<file path="config.mk">
export PLATFORM = sky130hd
export DESIGN_NAME = aspg_serial
export DESIGN_NICKNAME = d
export VERILOG_FILES = /design/src/rtl/core/attribute_screen_pixel_generator_core_defines.svh /design/src/rtl/core/aspg_pkg.sv /design/src/rtl/core/aspg_serial.sv
export SDC_FILE = /design/constraint.sdc
export NUM_CORES = 1
export LEC_CHECK = 0
export ABC_AREA = 1
export BUFFER_PORTS_ARGS = -buffer_cell sky130_fd_sc_hd__buf_2
export CAP_MARGIN = 25
export CORE_ASPECT_RATIO = 1.2
export CORE_MARGIN = 1.5
export CORE_UTILIZATION = 50
export DETAILED_ROUTE_END_ITERATION = 10
export GPL_TIMING_DRIVEN = 0
export MAX_ROUTING_LAYER = met4
export PLACE_DENSITY = 0.82
export RECOVER_POWER = 50
export SYNTH_ARGS = -nofsm -noshare
export SYNTH_HDL_FRONTEND = slang
export SYNTH_SLANG_ARGS = --single-unit
</file>
<file path="constraint.sdc">
create_clock -name clk -period 2.3 [get_ports clk]
set_input_delay 0.46 -clock clk [delete_from_list [all_inputs] [get_ports clk]]
set_output_delay 0.46 -clock clk [all_outputs]
set_load 0.02 [all_outputs]
</file>
<file path="src/rtl/core/attribute_screen_pixel_generator_core_defines.svh">
// Assertion macros shared by the attribute screen pixel generator RTL.
// Define ASSERT_OFF to compile the assertions out.
`ifndef ATTRIBUTE_SCREEN_PIXEL_GENERATOR_CORE_DEFINES_SVH
`define ATTRIBUTE_SCREEN_PIXEL_GENERATOR_CORE_DEFINES_SVH

`ifndef ASSERT_OFF
// Same-cycle implication, disabled while reset is asserted.
`define ASPG_ASSERT_IMP(label, clk, rst_n, ante, cons) \
    label: assert property (@(posedge clk) disable iff (!rst_n) (ante) |-> (cons)) \
        else $error("same-cycle implication failed");
// Next-cycle implication, disabled while reset is asserted.
`define ASPG_ASSERT_NXT(label, clk, rst_n, ante, cons) \
    label: assert property (@(posedge clk) disable iff (!rst_n) (ante) |=> (cons)) \
        else $error("next-cycle implication failed");
`else
`define ASPG_ASSERT_IMP(label, clk, rst_n, ante, cons)
`define ASPG_ASSERT_NXT(label, clk, rst_n, ante, cons)
`endif

`endif

</file>
<file path="src/rtl/core/aspg_pkg.sv">
`timescale 1ns / 1ps

package aspg_pkg;

    localparam int ADDR_W = 13;

    // Command codes.
    localparam logic [1:0] CMD_WRITE  = 2'd0;
    localparam logic [1:0] CMD_RENDER = 2'd1;
    localparam logic [1:0] CMD_TICK   = 2'd2;

    // Video store layout.
    localparam int STORE_DEPTH = 6912;
    localparam logic [ADDR_W-1:0] STORE_LIMIT = 13'd6912;
    localparam logic [ADDR_W-1:0] PIXEL_LIMIT = 13'd6144;
    localparam logic [ADDR_W-1:0] ATTR_BASE   = 13'h1800;

    // Flash phase counts 0..33; colors swap above 16.
    localparam logic [5:0] FLASH_WRAP_ABOVE = 6'd32;
    localparam logic [5:0] FLASH_SWAP_ABOVE = 6'd16;

    // Everything the serializer needs to emit one pixel byte.
    typedef struct packed {
        logic [7:0] pix;
        logic [2:0] ink;
        logic [2:0] paper;
        logic       bright;
        logic [4:0] col;
        logic [7:0] y;
    } ser_load_t;

endpackage

</file>
<file path="src/rtl/core/aspg_serial.sv">
`timescale 1ns / 1ps

module aspg_serial
(
    input  logic                  clk,
    input  logic                  rst_n,
    input  logic                  load,
    input  aspg_pkg::ser_load_t   load_data,
    output logic                  active,
    output logic [7:0]            pixel_x,
    output logic [7:0]            pixel_y,
    output logic [2:0]            colour_index,
    output logic                  bright_shown,
    output logic                  last_pixel
);

    logic                active_reg;
    logic                active_next;
    logic [2:0]          cnt_reg;
    logic [2:0]          cnt_next;
    aspg_pkg::ser_load_t info_reg;
    aspg_pkg::ser_load_t info_next;
    logic [2:0]          colour;

    always_comb
    begin
        active_next = active_reg;
        cnt_next    = cnt_reg;
        info_next   = info_reg;
        if (load)
        begin
            active_next = 1'b1;
            cnt_next    = 3'd0;
            info_next   = load_data;
        end
        else if (active_reg)
        begin
            cnt_next      = cnt_reg + 3'd1;
            info_next.pix = {info_reg.pix[6:0], 1'b0};
            if (cnt_reg == 3'd7)
            begin
                active_next = 1'b0;
            end
        end
    end

    always_ff @(posedge clk or negedge rst_n)
    begin
        if (!rst_n)
        begin
            active_reg <= 1'b0;
            cnt_reg    <= 3'd0;
        end
        else
        begin
            active_reg <= active_next;
            cnt_reg    <= cnt_next;
        end
    end

    always_ff @(posedge clk)
    begin
        info_reg <= info_next;
    end

    // The pixel bit leaving the top of the shift register picks ink or paper.
    assign colour       = info_reg.pix[7] ? info_reg.ink : info_reg.paper;
    assign active       = active_reg;
    assign pixel_x      = {info_reg.col, cnt_reg};
    assign pixel_y      = info_reg.y;
    assign colour_index = colour;
    assign bright_shown = info_reg.bright && (colour != 3'd0);
    assign last_pixel   = (cnt_reg == 3'd7);

endmodule
</file>
# Word level (Yosys, flattened, before mapping)
# Cells that the tools add are included.
dict set report totals {
  mem_count 0
  elab_cells 21
  ramBits 0
  latch_bits 0
  out_inout_bits 22
  register_bits 32
  input_bits 31
  mem_bits_ro 0
}
dict set report classes {
  mul 0
  reduce_logical 3
  eq_ne 1
  n_mux 8
  n_addsub 1
  n_div 0
  n_lt_le_gt_ge 0
  bitwise 0
  n_shift 0
}
# operator n
set op_table {}
lappend op_table {{$mux 8} 2}
lappend op_table {{$mux 3} 3}
lappend op_table {{$add 3x1->3 const B} 1}
lappend op_table {{$eq 3x3->1 const B} 1}
lappend op_table {{$mux 1} 3}
lappend op_table {{$reduce_bool 3->1} 1}
lappend op_table {{$reduce_bool 2->1} 1}
lappend op_table {{$logic_and 1x1->1} 1}

# Logic depth before layout (Yosys ltp)
dict set report depth {
  ltp_word 4
  depth_mapped 6
  ltp_nobuf 6
}

# Least setup slack after synthesis
# Ideal clock, no wire load.
dict set report synth_timing {
  path_kind {flip-flop to output port}
  start {reg cnt_reg[0]}
  end {out last_pixel}
  required_time_ps 1840
  path_stages_with_launch 3
  path_buffers 0
  arrival_time_ps 937
  path_slack_ps 903
  cell_sequence {dfrtp_1 ha_1 ha_1}
}
dict set report synth_via {
  elab_chain_cells 1
}
# element line
set synth_lines {}
lappend synth_lines {{start, declared} aspg_serial.sv:19} ;# logic [2:0] cnt_reg;
lappend synth_lines {{start signal, assigned} aspg_serial.sv:57} ;# cnt_reg <= cnt_next;
lappend synth_lines {{$eq 3x3->1} aspg_serial.sv:73} ;# assign last_pixel = (cnt_reg == 3'd7);
lappend synth_lines {{end, declared} aspg_serial.sv:14} ;# output logic last_pixel
# Every way passes these cells.

# Final worst setup path
dict set report layout_timing {
  start {reg info_reg[27] (netlist name)}
  end {out bright_shown}
}
dict set report layout_via {
  elab_chain_cells 3
}
# element line
set layout_lines {}
lappend layout_lines {{start, declared} aspg_serial.sv:21} ;# aspg_pkg::ser_load_t info_reg;
lappend layout_lines {{start signal, assigned} aspg_serial.sv:63} ;# info_reg <= info_next;
lappend layout_lines {{$mux 3} aspg_serial.sv:67} ;# assign colour = info_reg.pix[7] ? info_reg.ink : info_reg.paper;
lappend layout_lines {{$reduce_bool 3->1} aspg_serial.sv:72} ;# assign bright_shown = info_reg.bright && (colour != 3'd0);
lappend layout_lines {{$logic_and 1x1->1} aspg_serial.sv:72}
lappend layout_lines {{end, declared} aspg_serial.sv:13} ;# output logic bright_shown,
# Every way passes these cells.

==> reports/results.tsv <==
stage	metric	value	unit
logic_synthesis	synth_seq_area_share	72.4	%
clock_network	tritoncts	done	
flow_run	maxCapViolCount	0	
cells_and_area	fillCellCount	204	
clock_network	clk_path_buf_depth	2	
worst_setup_path	rr_endpoint	cnt_reg[2]$_DFFE_PN0P_	
timing	worst_slew_margin_rel	69.6	%
floorplan	ios	53	
global_routing	grt_max_degree	23	
floorplan	die_h	58.8	µm
clock_network	cts_buffers	5	
power_and_ir_drop	cellPowerDensity	697	nW/µm²
place	gp_congestion	0.711	
timing	tightest_slew	456	ps
worst_setup_path	start_kind	flip-flop	
cells_and_area	nNetsFinal	199	
worst_setup_path	slowest_stage	edfxtp_1	
routing	wl_per_cell	11.1	µm
status	status	finished clean	
timing	fmax	546	MHz
routing	viasPerCell	4.38	
logic_synthesis	synth_area	1300	µm²
worst_setup_path	critPathKind	flip-flop to primary output	
cells_and_area	fin_area	1660	µm²
timing	maxSlewViolCount	0	
worst_setup_path	cp_cell_sequence	inv_2 -> nand2_1 -> nand2_1 -> nand3_1 -> nand2_1 -> inv_1 -> buf_2	
hold_path	holdCritStartpoint	load_data[18]	
logic_synthesis	post_synth_num_cell_types	13	
worst_setup_path	cp_top_family	flip-flops	
power_and_ir_drop	power	0.00116	W
logic_synthesis	syn_avg_cell_area	12.3	µm²
worst_setup_path	critPathArrivalTime	1370	ps
timing	setup_viol_count_final	0	
power_and_ir_drop	switching_share	24.7	%
global_routing	overflow	0	
logic_synthesis	synth_top_area_share	64.7	%
floorplan	initial_core_util	51.9	%
logic_synthesis	yosys_warnings	0	
worst_setup_path	reg2reg_from	cnt_reg[0]$_DFFE_PN0P_	
power_and_ir_drop	share_comb_of_total_power	15.3	%
worst_setup_path	path_max_fanout	4	
routing	drt_wl_total	2230	µm
power_and_ir_drop	p_int	0.000871	W
routing	routed-via-count	876	
worst_setup_path	startpoint	info_reg[27]$_DFFE_PP_	
logic_synthesis	synth.area.top_cells	edfxtp_1 (65%), nand2_1 (10%), dfrtp_1 (7.7%)	
worst_setup_path	r2r_slack	1140	ps
clock_network	cts.sinks	32	
logic_synthesis	netlist_instances	106	
floorplan	core_area	2500	µm²
routing	first_pass_iters	4	
logic_synthesis	syn-num-nets	139	
worst_setup_path	crit_buf_inv	3	
timing	rsz0062_at_grt	false	
power_and_ir_drop	clock_power_share	24.4	%
global_routing	antenna_found_initial	0	
cells_and_area	antenna_cells	0	
timing	period_needed	1830	ps
place	port_buffers	52	
routing	drt-initial-drc-count	10	
worst_setup_path	cpMostUsedCell	nand2_1	
global_routing	grt_pass1_vias	842	
timing	period_share	79.7	%
cells_and_area	utilization	66.4	%
timing	tns	0	ps
power_and_ir_drop	ir_drop	0.505	mV
worst_setup_path	cp-endpoint	bright_shown	
place	place_area	1600	µm²
worst_setup_path	endpoint_kind	primary output	
timing	hold_viol	0	
clock_network	clock-root-buffer	clkbuf_4	
worst_setup_path	cp_slowest_stage_delay	460	ps
cells_and_area	area_growth	27.8	%
place	dp_hpwl	1690	µm
global_routing	grt_pass1_wl	3530	µm
power_and_ir_drop	p_sw	0.000286	W
routing	post-route-drc-count	0	
clock_network	cts_resized	0	
timing	clock_skew	3.25	ps
clock_network	htreeDepth	2	
floorplan	num_rows	20	
cells_and_area	largest_register_ffs	15	
power_and_ir_drop	p_leak	0.853	nW
hold_path	hold_path_class	primary input to flip-flop	
power_and_ir_drop	seq_power_share	60.4	%
logic_synthesis	synth_seq_cells	32	
worst_setup_path	cp_num_cells	7	
logic_synthesis	yosys.area.top_type	edfxtp_1	
worst_setup_path	r2r_cells	4	
cells_and_area	drive_gt1_share	44.3	%
clock_network	clk_latency	320	ps
floorplan	dieArea	2910	µm²
routing	ant_nets	0	
clock_network	path_clk_slew	90	ps
worst_setup_path	critPathRequiredTime	1840	ps
floorplan	die_w	49.5	µm
global_routing	grtUsageTotal	17.6	%
==> per-layer routing <==
metal	GRT usage (%)	wire length [µm]	part of all wire, %	up-vias
met5	-	0	0	-
met2	30.9	1190	53	34
met4	8.33	17	0.76	0
met1	17.6	894	40	395
li1	-	-	-	445
met3	6.09	126	5.7	2
==> what timing repair did <==
item,4_1_cts,5_1_grt
setup buffers,0,0
hold endpoints to repair,4,0
hold buffers,1,0
==> layout make-up <==
type	count	area, µm²	area share, %
sequential	32	941	56.7
timing repair buffer	53	269	16.2
clock buffer	5	37.5	2.26
multi-input combinational	45	198	11.9
clock inverter	3	13.8	0.829
inverter	14	52.6	3.17
tap	33	41.3	2.49
buffer	15	108	6.48
==> kinds of logic after synthesis <==
group / count (synthesis) / synth area share (%)
flip-flops: 32 / 72.4
AO/OA/AOI/OAI: 2 / 0.770
XOR/XNOR: 1 / 0.674
buffers and inverters: 29 / 12.3
adder cells (fa/ha/maj): 2 / 1.93
AND/OR/NAND/NOR: 40 / 11.8
==> worst min path at each step <==
stage | endpoint | cells past startpoint
6_report | info_reg[18]$_DFFE_PP_ | 1
5_1_grt | info_reg[18]$_DFFE_PP_ | 1
4_1_cts | info_reg[18]$_DFFE_PP_ | 1
3_5_place_dp | cnt_reg[2]$_DFFE_PN0P_ | 1
3_3_place_gp | cnt_reg[0]$_DFFE_PN0P_ | 1
2_1_floorplan | active$_DFF_PN0_ | 0
==> Yosys cell counts <==
cell type / n
inv_1: 13
ha_1: 2
edfxtp_1: 28
dfrtp_1: 4
a21oi_1: 1
buf_2: 2
xnor2_1: 1
nand2_1: 36
nand3_1: 3
o21ai_0: 1
nor2_1: 1
buf_4: 13
inv_2: 1
==> placed cells by master, fill, tap and decap left out <==
master	instances
nand2_1	36
inv_1	13
nor2_1	1
ha_1	2
dlygate4sd3_1	1
edfxtp_1	28
o21ai_0	1
clkbuf_4	5
clkinv_1	1
dfrtp_1	4
xnor2_1	1
clkbuf_1	1
nand3_1	3
buf_2	53
buf_4	13
a21oi_1	1
inv_2	1
clkinv_2	2
==> through the flow <==
stage	std cells	hold WS, ps	setup WS, ps
floorplan	106	164	903
global placement	191	265	559
detailed placement	191	271	528
CTS	200	286	450
global route	200	278	356
finish	200	310	468
==> power by group through the flow <==
stage | logic, W | clock network [W] | registers (W)
3_3_place_gp | 0.000168 | 0 | 0.000709
3_5_place_dp | 0.000176 | 0 | 0.000712
6_report | 0.000177 | 0.000282 | 0.000699
5_1_grt | 0.000194 | 0.000324 | 0.000704
4_1_cts | 0.000177 | 0.000301 | 0.000699
2_1_floorplan | 0.0000991 | 0 | 0.000713
No activity file was read; power rests on OpenSTA's default activity.
